File: src/hdl/clock_sweep_page_replacement_macros.svh
// ----------------------------------------------------------------------------
// Assertion macros for the clock sweep page replacement block
// Shared concurrent assertion forms, all clocked on clk; CSPR_ASSERT is gated by rst_n.
// ----------------------------------------------------------------------------
`ifndef CLOCK_SWEEP_PAGE_REPLACEMENT_MACROS_SVH
`define CLOCK_SWEEP_PAGE_REPLACEMENT_MACROS_SVH

// Property checked at every edge outside reset.
`define CSPR_ASSERT(lbl, prop, msg) \
  lbl: assert property (@(posedge clk) disable iff (!rst_n) (prop)) \
    else $error(msg);

// Property checked at every edge, reset included.
`define CSPR_ASSERT_ALWAYS(lbl, prop, msg) \
  lbl: assert property (@(posedge clk) (prop)) else $error(msg);

`endif

File: src/hdl/cspr_pkg.sv
// ----------------------------------------------------------------------------
// cspr_pkg
// Types and codes shared by the clock page replacement controller and datapath.
// ----------------------------------------------------------------------------
package cspr_pkg;

  typedef enum logic [1:0] {
    ACT_ACCESS = 2'd0,
    ACT_LOOKUP = 2'd1,
    ACT_SWEEP  = 2'd2,
    ACT_RSVD   = 2'd3
  } action_t;

  localparam int unsigned FIDX_W = 3;

  typedef struct packed {
    logic [1:0]  action;
    logic [31:0] page;
  } in_t;

  typedef struct packed {
    logic              hit;
    logic [FIDX_W-1:0] frame_index;
    logic              loaded;
    logic              evicted;
    logic [31:0]       evicted_page;
    logic              not_found;
    logic [31:0]       hit_count;
    logic [31:0]       miss_count;
    logic [31:0]       eviction_count;
  } out_t;

  // controller -> datapath
  typedef struct packed {
    logic capture;  // latch the input transaction
    logic exec;     // perform the operation, load the result register
  } cmd_t;

endpackage

File: src/hdl/cspr_ctrl.sv
// ----------------------------------------------------------------------------
// cspr_ctrl
// Sequencer: capture, execute, and output register handshake.
// ----------------------------------------------------------------------------
module cspr_ctrl (
  input  logic          clk,
  input  logic          rst_n,
  input  logic          in_valid,
  output logic          in_stall,
  output logic          out_valid,
  input  logic          out_stall,
  output cspr_pkg::cmd_t cmd
);

  typedef enum logic [1:0] {
    S_IDLE = 2'b01,
    S_EXEC = 2'b10
  } state_t;

  state_t state_r, state_nxt;
  logic   out_valid_r, out_valid_nxt;
  logic   out_free;

  assign in_stall  = (state_r != S_IDLE);
  assign out_valid = out_valid_r;
  assign out_free  = !out_valid_r || !out_stall;

  assign cmd.capture = in_valid && (state_r == S_IDLE);
  assign cmd.exec    = (state_r == S_EXEC) && out_free;

  always_comb begin
    state_nxt = state_r;
    case (state_r)
      S_IDLE: if (cmd.capture) state_nxt = S_EXEC;
      S_EXEC: if (out_free) state_nxt = S_IDLE;
      default: state_nxt = S_IDLE;
    endcase
  end

  always_comb begin
    if (cmd.exec) begin
      out_valid_nxt = 1'b1;
    end else begin
      out_valid_nxt = out_valid_r && out_stall;
    end
  end

  always_ff @(posedge clk) begin
    if (!rst_n) begin
      state_r     <= S_IDLE;
      out_valid_r <= 1'b0;
    end else begin
      state_r     <= state_nxt;
      out_valid_r <= out_valid_nxt;
    end
  end

`include "clock_sweep_page_replacement_macros.svh"

  `CSPR_ASSERT(a_accept_to_exec, (in_valid && !in_stall) |=> (state_r == S_EXEC), "accepted transaction did not enter execute")
  `CSPR_ASSERT(a_no_overwrite, cmd.exec |-> !(out_valid_r && out_stall), "result register overwritten while held")
  `CSPR_ASSERT(a_result_from_exec, $rose(out_valid_r) |-> $past(state_r == S_EXEC), "result appeared without execute")

endmodule

File: src/hdl/cspr_dp.sv
// ----------------------------------------------------------------------------
// cspr_dp
// Frame table, tag compare, clock hand victim search, counters, result register.
// ----------------------------------------------------------------------------
module cspr_dp #(
  parameter int unsigned NUM_FRAMES = 8,
  parameter int unsigned PAGE_BITS  = 32
) (
  input  logic           clk,
  input  logic           rst_n,
  input  cspr_pkg::cmd_t cmd,
  input  cspr_pkg::in_t  in_data,
  output cspr_pkg::out_t out_data
);

  localparam int unsigned IDX_W = (NUM_FRAMES > 1) ? $clog2(NUM_FRAMES) : 1;
  localparam logic [IDX_W:0] NF = (IDX_W+1)'(NUM_FRAMES);

  // captured transaction
  logic [1:0]           act_r;
  logic [PAGE_BITS-1:0] pg_r;

  // frame table
  logic [PAGE_BITS-1:0] frame_page_r [NUM_FRAMES];
  logic [NUM_FRAMES-1:0] frame_valid_r, frame_valid_nxt;
  logic [NUM_FRAMES-1:0] frame_ref_r, frame_ref_nxt;
  logic [IDX_W-1:0]      hand_r, hand_nxt;
  logic [31:0]           hit_tot_r, hit_tot_nxt;
  logic [31:0]           miss_tot_r, miss_tot_nxt;
  logic [31:0]           evict_tot_r, evict_tot_nxt;
  cspr_pkg::out_t        out_r, out_nxt;

  // search results
  logic [NUM_FRAMES-1:0] match;
  logic                  hit;
  logic [IDX_W-1:0]      hit_idx;
  logic [NUM_FRAMES-1:0] cand;
  logic [NUM_FRAMES-1:0] rot_cand;
  logic                  found;
  logic [IDX_W-1:0]      k_sel;
  logic [IDX_W-1:0]      victim;
  logic [NUM_FRAMES-1:0] pass_mask;
  logic                  do_load;
  logic                  is_lookup_op;

  logic [IDX_W:0] pos;
  logic [IDX_W:0] gap;
  logic [IDX_W:0] vsum;
  logic [IDX_W:0] hsum;
  logic [63:0]    fidx_wide;

  // parallel tag compare, lowest index wins
  always_comb begin
    hit_idx = '0;
    for (int i = NUM_FRAMES - 1; i >= 0; i--) begin
      match[i] = frame_valid_r[i] && (frame_page_r[i] == pg_r);
      if (match[i]) hit_idx = IDX_W'(i);
    end
    hit = |match;
  end

  // first empty or unreferenced frame at or after the hand
  always_comb begin
    k_sel = '0;
    found = 1'b0;
    cand  = ~frame_valid_r | ~frame_ref_r;
    for (int k = 0; k < NUM_FRAMES; k++) begin
      pos = {1'b0, hand_r} + (IDX_W+1)'(k);
      if (pos >= NF) pos = pos - NF;
      rot_cand[k] = cand[pos[IDX_W-1:0]];
    end
    for (int k = NUM_FRAMES - 1; k >= 0; k--) begin
      if (rot_cand[k]) begin
        k_sel = IDX_W'(k);
        found = 1'b1;
      end
    end
    vsum = {1'b0, hand_r} + {1'b0, k_sel};
    if (vsum >= NF) vsum = vsum - NF;
    victim = found ? vsum[IDX_W-1:0] : hand_r;
    // frames passed by the hand lose their reference bit; a full lap clears all
    for (int i = 0; i < NUM_FRAMES; i++) begin
      if (IDX_W'(i) >= hand_r) begin
        gap = (IDX_W+1)'(i) - {1'b0, hand_r};
      end else begin
        gap = (IDX_W+1)'(i) + NF - {1'b0, hand_r};
      end
      pass_mask[i] = !found || (gap < {1'b0, k_sel});
    end
    hsum = {1'b0, victim} + (IDX_W+1)'(1);
    if (hsum >= NF) hsum = '0;
  end

  assign is_lookup_op = (act_r == cspr_pkg::ACT_ACCESS) || (act_r == cspr_pkg::ACT_LOOKUP);
  assign do_load      = (act_r == cspr_pkg::ACT_ACCESS) && !hit;

  always_comb begin
    frame_valid_nxt = frame_valid_r;
    frame_ref_nxt   = frame_ref_r;
    hand_nxt        = hand_r;
    hit_tot_nxt     = hit_tot_r;
    miss_tot_nxt    = miss_tot_r;
    evict_tot_nxt   = evict_tot_r;
    fidx_wide       = '0;
    out_nxt         = '0;
    if (is_lookup_op) begin
      if (hit) begin
        frame_ref_nxt[hit_idx] = 1'b1;
        hit_tot_nxt = (hit_tot_r == '1) ? hit_tot_r : hit_tot_r + 32'd1;
        fidx_wide   = 64'(hit_idx);
        out_nxt.hit = 1'b1;
      end else if (act_r == cspr_pkg::ACT_LOOKUP) begin
        out_nxt.not_found = 1'b1;
      end else begin
        miss_tot_nxt = (miss_tot_r == '1) ? miss_tot_r : miss_tot_r + 32'd1;
        frame_ref_nxt = frame_ref_r & ~pass_mask;
        if (frame_valid_r[victim]) begin
          out_nxt.evicted      = 1'b1;
          out_nxt.evicted_page = 32'(frame_page_r[victim]);
          evict_tot_nxt = (evict_tot_r == '1) ? evict_tot_r : evict_tot_r + 32'd1;
        end
        frame_valid_nxt[victim] = 1'b1;
        frame_ref_nxt[victim]   = 1'b1;
        hand_nxt       = hsum[IDX_W-1:0];
        fidx_wide      = 64'(victim);
        out_nxt.loaded = 1'b1;
      end
    end else if (act_r == cspr_pkg::ACT_SWEEP) begin
      frame_ref_nxt = '0;
    end
    out_nxt.frame_index    = fidx_wide[cspr_pkg::FIDX_W-1:0];
    out_nxt.hit_count      = hit_tot_nxt;
    out_nxt.miss_count     = miss_tot_nxt;
    out_nxt.eviction_count = evict_tot_nxt;
  end

  always_ff @(posedge clk) begin
    if (cmd.capture) begin
      act_r <= in_data.action;
      pg_r  <= PAGE_BITS'(in_data.page);
    end
    if (cmd.exec) begin
      out_r <= out_nxt;
      if (do_load) frame_page_r[victim] <= pg_r;
    end
  end

  always_ff @(posedge clk) begin
    if (!rst_n) begin
      frame_valid_r <= '0;
      frame_ref_r   <= '0;
      hand_r        <= '0;
      hit_tot_r     <= '0;
      miss_tot_r    <= '0;
      evict_tot_r   <= '0;
    end else if (cmd.exec) begin
      frame_valid_r <= frame_valid_nxt;
      frame_ref_r   <= frame_ref_nxt;
      hand_r        <= hand_nxt;
      hit_tot_r     <= hit_tot_nxt;
      miss_tot_r    <= miss_tot_nxt;
      evict_tot_r   <= evict_tot_nxt;
    end
  end

  assign out_data = out_r;

`include "clock_sweep_page_replacement_macros.svh"

  `CSPR_ASSERT(a_hand_range, {1'b0, hand_r} < NF, "clock hand out of range")
  `CSPR_ASSERT(a_unique_page, $countones(match) <= 1, "page resident in more than one frame")
  `CSPR_ASSERT(a_load_sets_bits, (cmd.exec && do_load) |=> (frame_valid_r[$past(victim)] && frame_ref_r[$past(victim)]), "loaded frame not valid and referenced")

endmodule

File: src/hdl/clock_sweep_page_replacement.sv
// ----------------------------------------------------------------------------
// clock_sweep_page_replacement
// Fully associative frame pool with clock (second-chance) replacement.
//
//   Channel  Direction  Handshake            Payload
//   in_      input      in_valid / in_stall  cspr_pkg::in_t  (action, page)
//   out_     output     out_valid/out_stall  cspr_pkg::out_t (flags, counts)
//
// Each transaction is captured in S_IDLE; S_EXEC then does the tag compare, the
// rotating victim search from the hand and the table update.
// One transaction in flight; the next is taken while a result waits.
// A stalled result holds in the output register; execute waits until it frees.
// Reset clears valid and reference bits, hand and counters.
// ----------------------------------------------------------------------------
module clock_sweep_page_replacement #(
  parameter int unsigned NUM_FRAMES = 8,
  parameter int unsigned PAGE_BITS  = 32
) (
  input  logic           clk,
  input  logic           rst_n,
  input  logic           in_valid,
  output logic           in_stall,
  input  cspr_pkg::in_t  in_data,
  output logic           out_valid,
  input  logic           out_stall,
  output cspr_pkg::out_t out_data
);

  cspr_pkg::cmd_t cmd;

  cspr_ctrl u_ctrl (
    .clk       (clk),
    .rst_n     (rst_n),
    .in_valid  (in_valid),
    .in_stall  (in_stall),
    .out_valid (out_valid),
    .out_stall (out_stall),
    .cmd       (cmd)
  );

  cspr_dp #(
    .NUM_FRAMES (NUM_FRAMES),
    .PAGE_BITS  (PAGE_BITS)
  ) u_dp (
    .clk      (clk),
    .rst_n    (rst_n),
    .cmd      (cmd),
    .in_data  (in_data),
    .out_data (out_data)
  );

endmodule

File: config.mk
export PLATFORM = sky130hd
export DESIGN_NAME = clock_sweep_page_replacement
export DESIGN_NICKNAME = d
export VERILOG_FILES = /design/src/hdl/cspr_pkg.sv /design/src/hdl/cspr_ctrl.sv /design/src/hdl/cspr_dp.sv /design/src/hdl/clock_sweep_page_replacement.sv
export VERILOG_INCLUDE_DIRS = /design/src /design/src/hdl
export SDC_FILE = /design/constraint.sdc
export NUM_CORES = 1
export LEC_CHECK = 0
export BUFFER_PORTS_ARGS = -buffer_cell sky130_fd_sc_hd__buf_2
export CORE_UTILIZATION = 40
export CTS_CLUSTER_DIAMETER = 80
export DETAILED_ROUTE_END_ITERATION = 16
export GPL_ROUTABILITY_DRIVEN = 1
export PLACE_DENSITY_LB_ADDON = 0.08
export SLEW_MARGIN = 20
export SYNTH_ARGS = -nofsm -noshare
export SYNTH_HDL_FRONTEND = slang
export SYNTH_SLANG_ARGS = --single-unit
File: constraint.sdc
create_clock -name clk -period 7 [get_ports clk]
set_input_delay 0.7 -clock clk [delete_from_list [all_inputs] [get_ports clk]]
set_output_delay 0.7 -clock clk [all_outputs]
set_load 0.05 [all_outputs]
* After elaboration in Yosys (flattened, before gate mapping) *
Memory sizes are Yosys's and may differ from the RTL's.
Cells that the tools add are included.

storage, ports and cells
  logic and storage cells = 257
  input bits = 38
  memories = 1
  output and inout port bits = 137
  bits in writable memories = 256
  flip-flop bits (word level) = 287

memory list
  memory             depth  width  rd ports  clocked after memory_dff  wr ports  RTL line       source
  u_dp.frame_page_r  8      32     9         0                         1         cspr_dp.sv:24  logic [PAGE_BITS-1:0] frame_page_r [NUM_FRAMES];

cells by class
  magnitude comparators = 38
  add/subtract/negate cells = 37
  bitwise operators = 12
  multiplexer cells = 94
  reductions and logical operators = 37
  equality and inequality tests = 19

operator list
  cell                                                                           count
  32-bit 2-to-1 mux                                                              12
  32-bit == test                                                                 8
  32-bit by 1-bit adder with 32-bit output (second input constant)               3
  32-bit == test (second input constant)                                         3
  3-bit 2-to-1 mux                                                               29
  3-bit by 4-bit less-than comparator with 1-bit output (second input constant)  10
  4-bit >= comparator (second input constant)                                    9
  34-bit 2-to-1 mux                                                              1
  33-bit 2-to-1 mux                                                              1
  4-bit by 3-bit less-than comparator with 1-bit output                          8
  4-bit 2-to-1 mux                                                               8
  8-bit 2-to-1 mux                                                               4
  8-bit bitwise OR                                                               4
  4-bit by 3-bit subtractor with 4-bit output (first input constant)             8
  1-bit binary-select mux with 3-bit select                                      9
  3-bit by 1-bit subtractor with 3-bit output (second input constant)            9
  1-bit 2-to-1 mux                                                               25
  8-bit NOT                                                                      3
  3-bit by 3-bit adder with 4-bit output (second input constant)                 4
  3-bit by 3-bit subtractor with 4-bit output (first input constant)             4
  1-bit logical AND                                                              14
  3-bit >= comparator (first input constant)                                     4
  11-bit OR reduction                                                            1
  1-bit logical OR                                                               10
  other kinds (28)                                                               46

* Depth between registers and ports, before layout *
  depth after elaboration = 25
  depth in mapped cells = 22
  mapped depth without buffers = 19

* By module *
A second synthesis with hierarchy kept.

second synthesis, totals
  cell total of the unflattened synthesis = 2,479
  area total of the unflattened synthesis = 28,188.3 µm²

by module, submodules not included
  module     cells each  area each (µm²)  times used
  cspr_dp    2,467       28,068.2         1
  cspr_ctrl  12          120.1            1

* Least setup slack after synthesis *
No wires, ideal clock.

  path type = flip-flop to flip-flop
  start = register u_dp.hand_r[1]
  end = memory u_dp.frame_page_r[4][0], enable pin
  clock period less this slack = 6.233 ns
  setup slack = 0.767 ns
  cell stages (with the launch flop) = 19
  setup time = 0.463 ns
  path buffers = 2
  arrival = 5.769 ns
  path through = dfxtp_1 > buf_2 > inv_2 > ha_1 > ha_1 > inv_1 > mux4_2 > nand2b_1 > nand2_1 > a21oi_1 > o21ai_0 > and2_1 > ha_1 > fa_1 > xor2_1 > a21oi_2 > a21o_1 > clkbuf_1 > nor3_1

on the way
  word-level cells in the longest chain between the ends = 17
  elaborated cells on any way between the ends = 68

RTL lines
  element                                                                             RTL line        source
  start, declared                                                                     cspr_dp.sv:27   logic [IDX_W-1:0] hand_r, hand_nxt;
  start signal, assigned                                                              cspr_dp.sv:159  hand_r <= hand_nxt;
  3-bit by 3-bit adder with 4-bit output                                              cspr_dp.sv:68   pos = {1'b0, hand_r} + (IDX_W+1)'(k);
  4-bit >= comparator or 3-bit by 1-bit subtractor with 3-bit output (tied branches)  cspr_dp.sv:69   if (pos >= NF) pos = pos - NF;
  3-bit 2-to-1 mux                                                                    cspr_dp.sv:69
  1-bit binary-select mux with 3-bit select                                           cspr_dp.sv:70   rot_cand[k] = cand[pos[IDX_W-1:0]];
  1-bit 2-to-1 mux (implied by the code)                                              cspr_dp.sv:70
  3-bit 2-to-1 mux (8 in a row)                                                       cspr_dp.sv:73   if (rot_cand[k]) begin
  3-bit by 3-bit adder with 4-bit output                                              cspr_dp.sv:78   vsum = {1'b0, hand_r} + {1'b0, k_sel};
  4-bit >= comparator or 3-bit by 1-bit subtractor with 3-bit output (tied branches)  cspr_dp.sv:79   if (vsum >= NF) vsum = vsum - NF;
  3-bit 2-to-1 mux                                                                    cspr_dp.sv:79
  3-bit 2-to-1 mux (*)                                                                cspr_dp.sv:80   victim = found ? vsum[IDX_W-1:0] : hand_r;
  end, declared                                                                       cspr_dp.sv:24

Mark *: on every way between the ends. The rest lies on a longest branch, timed or not. The select of a mux whose other input is x is not followed.

* Worst setup path after layout *
  start = register u_dp.hand_r[0]
  end = register u_dp.out_r, in the netlist u_dp.out_data[114] (data pin)

on the way
  word-level cells in the longest chain between the ends = 21
  elaborated cells on any way between the ends = 73

RTL lines
  element                                                                             RTL line        source
  3-bit by 3-bit adder with 4-bit output                                              cspr_dp.sv:68
  4-bit >= comparator or 3-bit by 1-bit subtractor with 3-bit output (tied branches)  cspr_dp.sv:69
  3-bit 2-to-1 mux                                                                    cspr_dp.sv:69
  1-bit binary-select mux with 3-bit select                                           cspr_dp.sv:70
  1-bit 2-to-1 mux (implied by the code)                                              cspr_dp.sv:70
  3-bit 2-to-1 mux (8 in a row)                                                       cspr_dp.sv:73
  3-bit by 3-bit adder with 4-bit output                                              cspr_dp.sv:78
  4-bit >= comparator or 3-bit by 1-bit subtractor with 3-bit output (tied branches)  cspr_dp.sv:79
  3-bit 2-to-1 mux                                                                    cspr_dp.sv:79
  3-bit 2-to-1 mux (*)                                                                cspr_dp.sv:80
  1-bit binary-select mux with 3-bit select                                           cspr_dp.sv:117  if (frame_valid_r[victim]) begin
  1-bit 2-to-1 mux (implied by the code)                                              cspr_dp.sv:117
  1-bit NOT (no line)                                                                 -
  11-bit OR reduction (no line)                                                       -
  end signal, assigned                                                                cspr_dp.sv:143  out_r <= out_nxt;
  end, declared                                                                       cspr_dp.sv:31   cspr_pkg::out_t out_r, out_nxt;

Marks and branches as above.
A chain may end at the register's enable or synchronous reset.

==> metrics.csv <==
metric,value,unit
globalRouteOverflowTotal,0,
synth_top_area_share,0.472,
postCtsHoldBufs,0,
finalHoldWorstSlack,242,ps
kind_of_launch_point_of_the_worst_setup_path,flip-flop,
ys_types,75,
slew_limit_headroom,0.309,
cts_resized,0,
reg2reg_setup_slack,1030,ps
power_density,240,mW/mm²
tritoncts_clock_tree,built,
max_cap_violations,0,
ys_dominant_reg_cell,sky130_fd_sc_hd__edfxtp_1,
avgViaCountPerCell,5.84,
crit_required,7380,ps
total_leakage_power,10.6,nW
die_width,262,µm
synthesis.area_per_instance,11.6,µm²
setup_total_negative_slack,0,ps
number_of_max_slew_violations_in_the_final_report,0,
net-switching-power,1.71,mW
number_of_failing_setup_endpoints_in_the_final_timing_report,0,
fin_crit_sh,0.853,
synth_async_sr_flop_share,0,
cts_inserted_buffers,60,
worstHoldStart,in_data[0],
layout-drive-gt1-share,0.150,
clkTransAtPathRegs,60,ps
post-synth-top-count-cell,sky130_fd_sc_hd__edfxtp_1,
fp.dieH,262,µm
rows,94,
dieArea,0.0687,mm²
global_route_wire_length_before_repair,133000,µm
yosysSeqAreaShare,0.559,
power_frac_clock,0.476,
setup_fix_bufs_post_cts,0,
antenna_violations_before_repair,0,
ys.warnings.count,0,
clock_tree.buffer_depth,3,
first_global_vias,18800,
synth.net_count,2406,
final_hold_viol_count,0,
min_path_type,in -> reg,
clk_latency,640,ps
whs_endpoint,u_dp.pg_r[0],
place_ws,1100,ps
synth_area,0.0270,mm²
fin_total_pwr,7.46,mW
hpwl_after_dpl,65500,µm
post_synth_inst_count,2338,
final_net_count,2544,
drc,0,
avgRoutedWirePerCell,27.3,µm
port_buffers,174,
total_wire_length,92500,µm
io-pin-count,175,
stdcell_count,3392,
global_route.usage.total,0.267,
htreeDepth,2,
clock.fmax,168,MHz
stdcell_area,0.0311,mm²
final.setup.worst_slack,1030,ps
worst_setup_path_end_kind,flip-flop,
worstRegToRegCells,19,
drt-pass1-iter-count,5,
crit-reg2reg-launch,u_dp.hand_r[0],
synth.cells.most_frequent,"sky130_fd_sc_hd__edfxtp_1 (425), sky130_fd_sc_hd__xor2_1 (253), sky130_fd_sc_hd__nand3_1 (140)",
synthToLayoutAreaGrowth,14.8,%
critical_path_arrival,6350,ps
sw_frac_of_total,0.229,
layout.core_utilization,0.468,
tightest_pin_transition,1040,ps
antenna_cells,0,
gpl.final_weighted_congestion,0.979,
grt_setup_unrepaired,false,
clockRootBuffer,sky130_fd_sc_hd__clkbuf_16,
timing_worst_setup_path_type,reg -> reg,
grt_start_max_net_pins,76,
route.antenna.remaining_nets,0,
seq_power_share,0.479,
core,0.0663,mm²
internal-power,5.75,mW
initial_utilization,0.408,
num_vias,19800,
critical_path_peak_fanout,33,
power.ir.vdd_worst,209,µV
share_comb_of_total_power,0.046,
place_inst,3278,
hold_path_depth,1,
worst_r2r_endpoint,u_dp.out_data[114],
post_dp_area,0.0288,mm²
yosys_register_bits,543,
number_of_enable_flip_flop_cells_after_synthesis,425,
cts_num_sinks,543,
leading_post_synthesis_cells_by_cell_area,"sky130_fd_sc_hd__edfxtp_1 (47%), sky130_fd_sc_hd__dfxtp_1 (8.7%), sky130_fd_sc_hd__xor2_1 (8.2%)",
post_route_clock_skew,20.0,ps
run_status,"finished, final reports clean",
yosys.area.top_type,sky130_fd_sc_hd__edfxtp_1,
initialDrtViolationCount,1982,
fin_crit,5970,ps
-- cell usage in the layout (no fill, tap or decap), types with 53 or more instances in the layout --
cell type and n:
sky130_fd_sc_hd__and3_1 74, sky130_fd_sc_hd__nand2_1 132, sky130_fd_sc_hd__a22oi_1 133, sky130_fd_sc_hd__dfxtp_1 118
sky130_fd_sc_hd__clkbuf_16 62, sky130_fd_sc_hd__nand3_1 140, sky130_fd_sc_hd__a21oi_1 61, sky130_fd_sc_hd__nor2_1 85
sky130_fd_sc_hd__nor3_1 53, sky130_fd_sc_hd__xnor2_1 119, sky130_fd_sc_hd__nor4_1 99, sky130_fd_sc_hd__buf_2 174
sky130_fd_sc_hd__xor2_1 253, sky130_fd_sc_hd__nand4_1 71, sky130_fd_sc_hd__edfxtp_1 425
-- power by group through the flow --
stage	clock [mW]	sequential (mW)	combinational [mW]
3_3_place_gp	0	3.64	0.343
4_1_cts	3.62	3.57	0.341
3_5_place_dp	0	3.64	0.339
6_report	3.55	3.57	0.342
2_1_floorplan	0	3.63	0.186
5_1_grt	3.73	3.57	0.352
-- cell type report --
type,count,area (µm²)
flip-flops and latches,543,15100
repair buffers,212,1160
well taps,864,1080
inverters,32,125
multi-input cells,1627,11300
clock inverters,47,656
clock buffers,67,1570
fillers,6086,35300
-- per-layer routing --
layer | up-vias | global-route usage | wire length, µm | share of wire
met1 | 9902 | 0.356 | 39800 | 0.43
met5 | - | 0 | 0 | 0
met2 | 696 | 0.446 | 44500 | 0.48
met3 | 142 | 0.0366 | 4920 | 0.053
met4 | 0 | 0.0909 | 3310 | 0.036
li1 | 9083 | - | - | -
-- sequential cells by signal (all words and copies together), names as in the netlist --
name	flops
u_dp.frame_ref_r	8
u_dp.hit_tot_r	32
u_ctrl.state_r	2
u_dp.pg_r	32
u_dp.frame_page_r	256
u_dp.hand_r	3
u_dp.act_r	2
u_dp.out_data	135
u_dp.frame_valid_r	8
u_dp.evict_tot_r	32
u_dp.miss_tot_r	32
u_ctrl.out_valid	1
-- worst max-delay path by stage --
stage,from,end,slack (ps),depth (start not counted)
floorplan,u_dp.hand_r[1],u_dp.frame_page_r[4][0],770,18
global placement,u_dp.hand_r[0],u_dp.out_data[126],1120,19
detailed placement,u_dp.hand_r[0],u_dp.out_data[123],1100,19
CTS,u_dp.hand_r[0],u_dp.out_data[114],1060,19
global route,u_dp.hand_r[0],u_dp.out_data[112],640,19
finish,u_dp.hand_r[0],u_dp.out_data[114],1030,19
-- worst max-delay path, stage by stage, from the launching register on --
cell	delay [ps]
sky130_fd_sc_hd__dfxtp_1	820
sky130_fd_sc_hd__inv_2	280
sky130_fd_sc_hd__ha_1	300
sky130_fd_sc_hd__ha_1	360
sky130_fd_sc_hd__inv_1	110
sky130_fd_sc_hd__mux4_2	340
sky130_fd_sc_hd__nand2b_1	170
sky130_fd_sc_hd__nand2_1	70
sky130_fd_sc_hd__a21oi_1	60
sky130_fd_sc_hd__o21ai_0	150
sky130_fd_sc_hd__and2_1	170
sky130_fd_sc_hd__ha_1	190
sky130_fd_sc_hd__fa_1	530
sky130_fd_sc_hd__nand2b_1	200
sky130_fd_sc_hd__or2_2	280
sky130_fd_sc_hd__a32oi_1	370
sky130_fd_sc_hd__o32a_2	620
sky130_fd_sc_hd__nor2_2	90
sky130_fd_sc_hd__buf_4	330
sky130_fd_sc_hd__and3_1	240
-- logic make-up after synthesis --
kind of cell / count (synthesis) / share of synthesized area
and+or+nand+nor: 856 / 0.179
DFF: 543 / 0.559
xor gates and xnor gates: 372 / 0.120
AOI/OAI and AO/OA: 326 / 0.0812
buffers and inverters: 168 / 0.0262
muxes: 43 / 0.0199
adders and majority gates: 30 / 0.0144
Note: power is estimated with default switching activity, not from simulation.
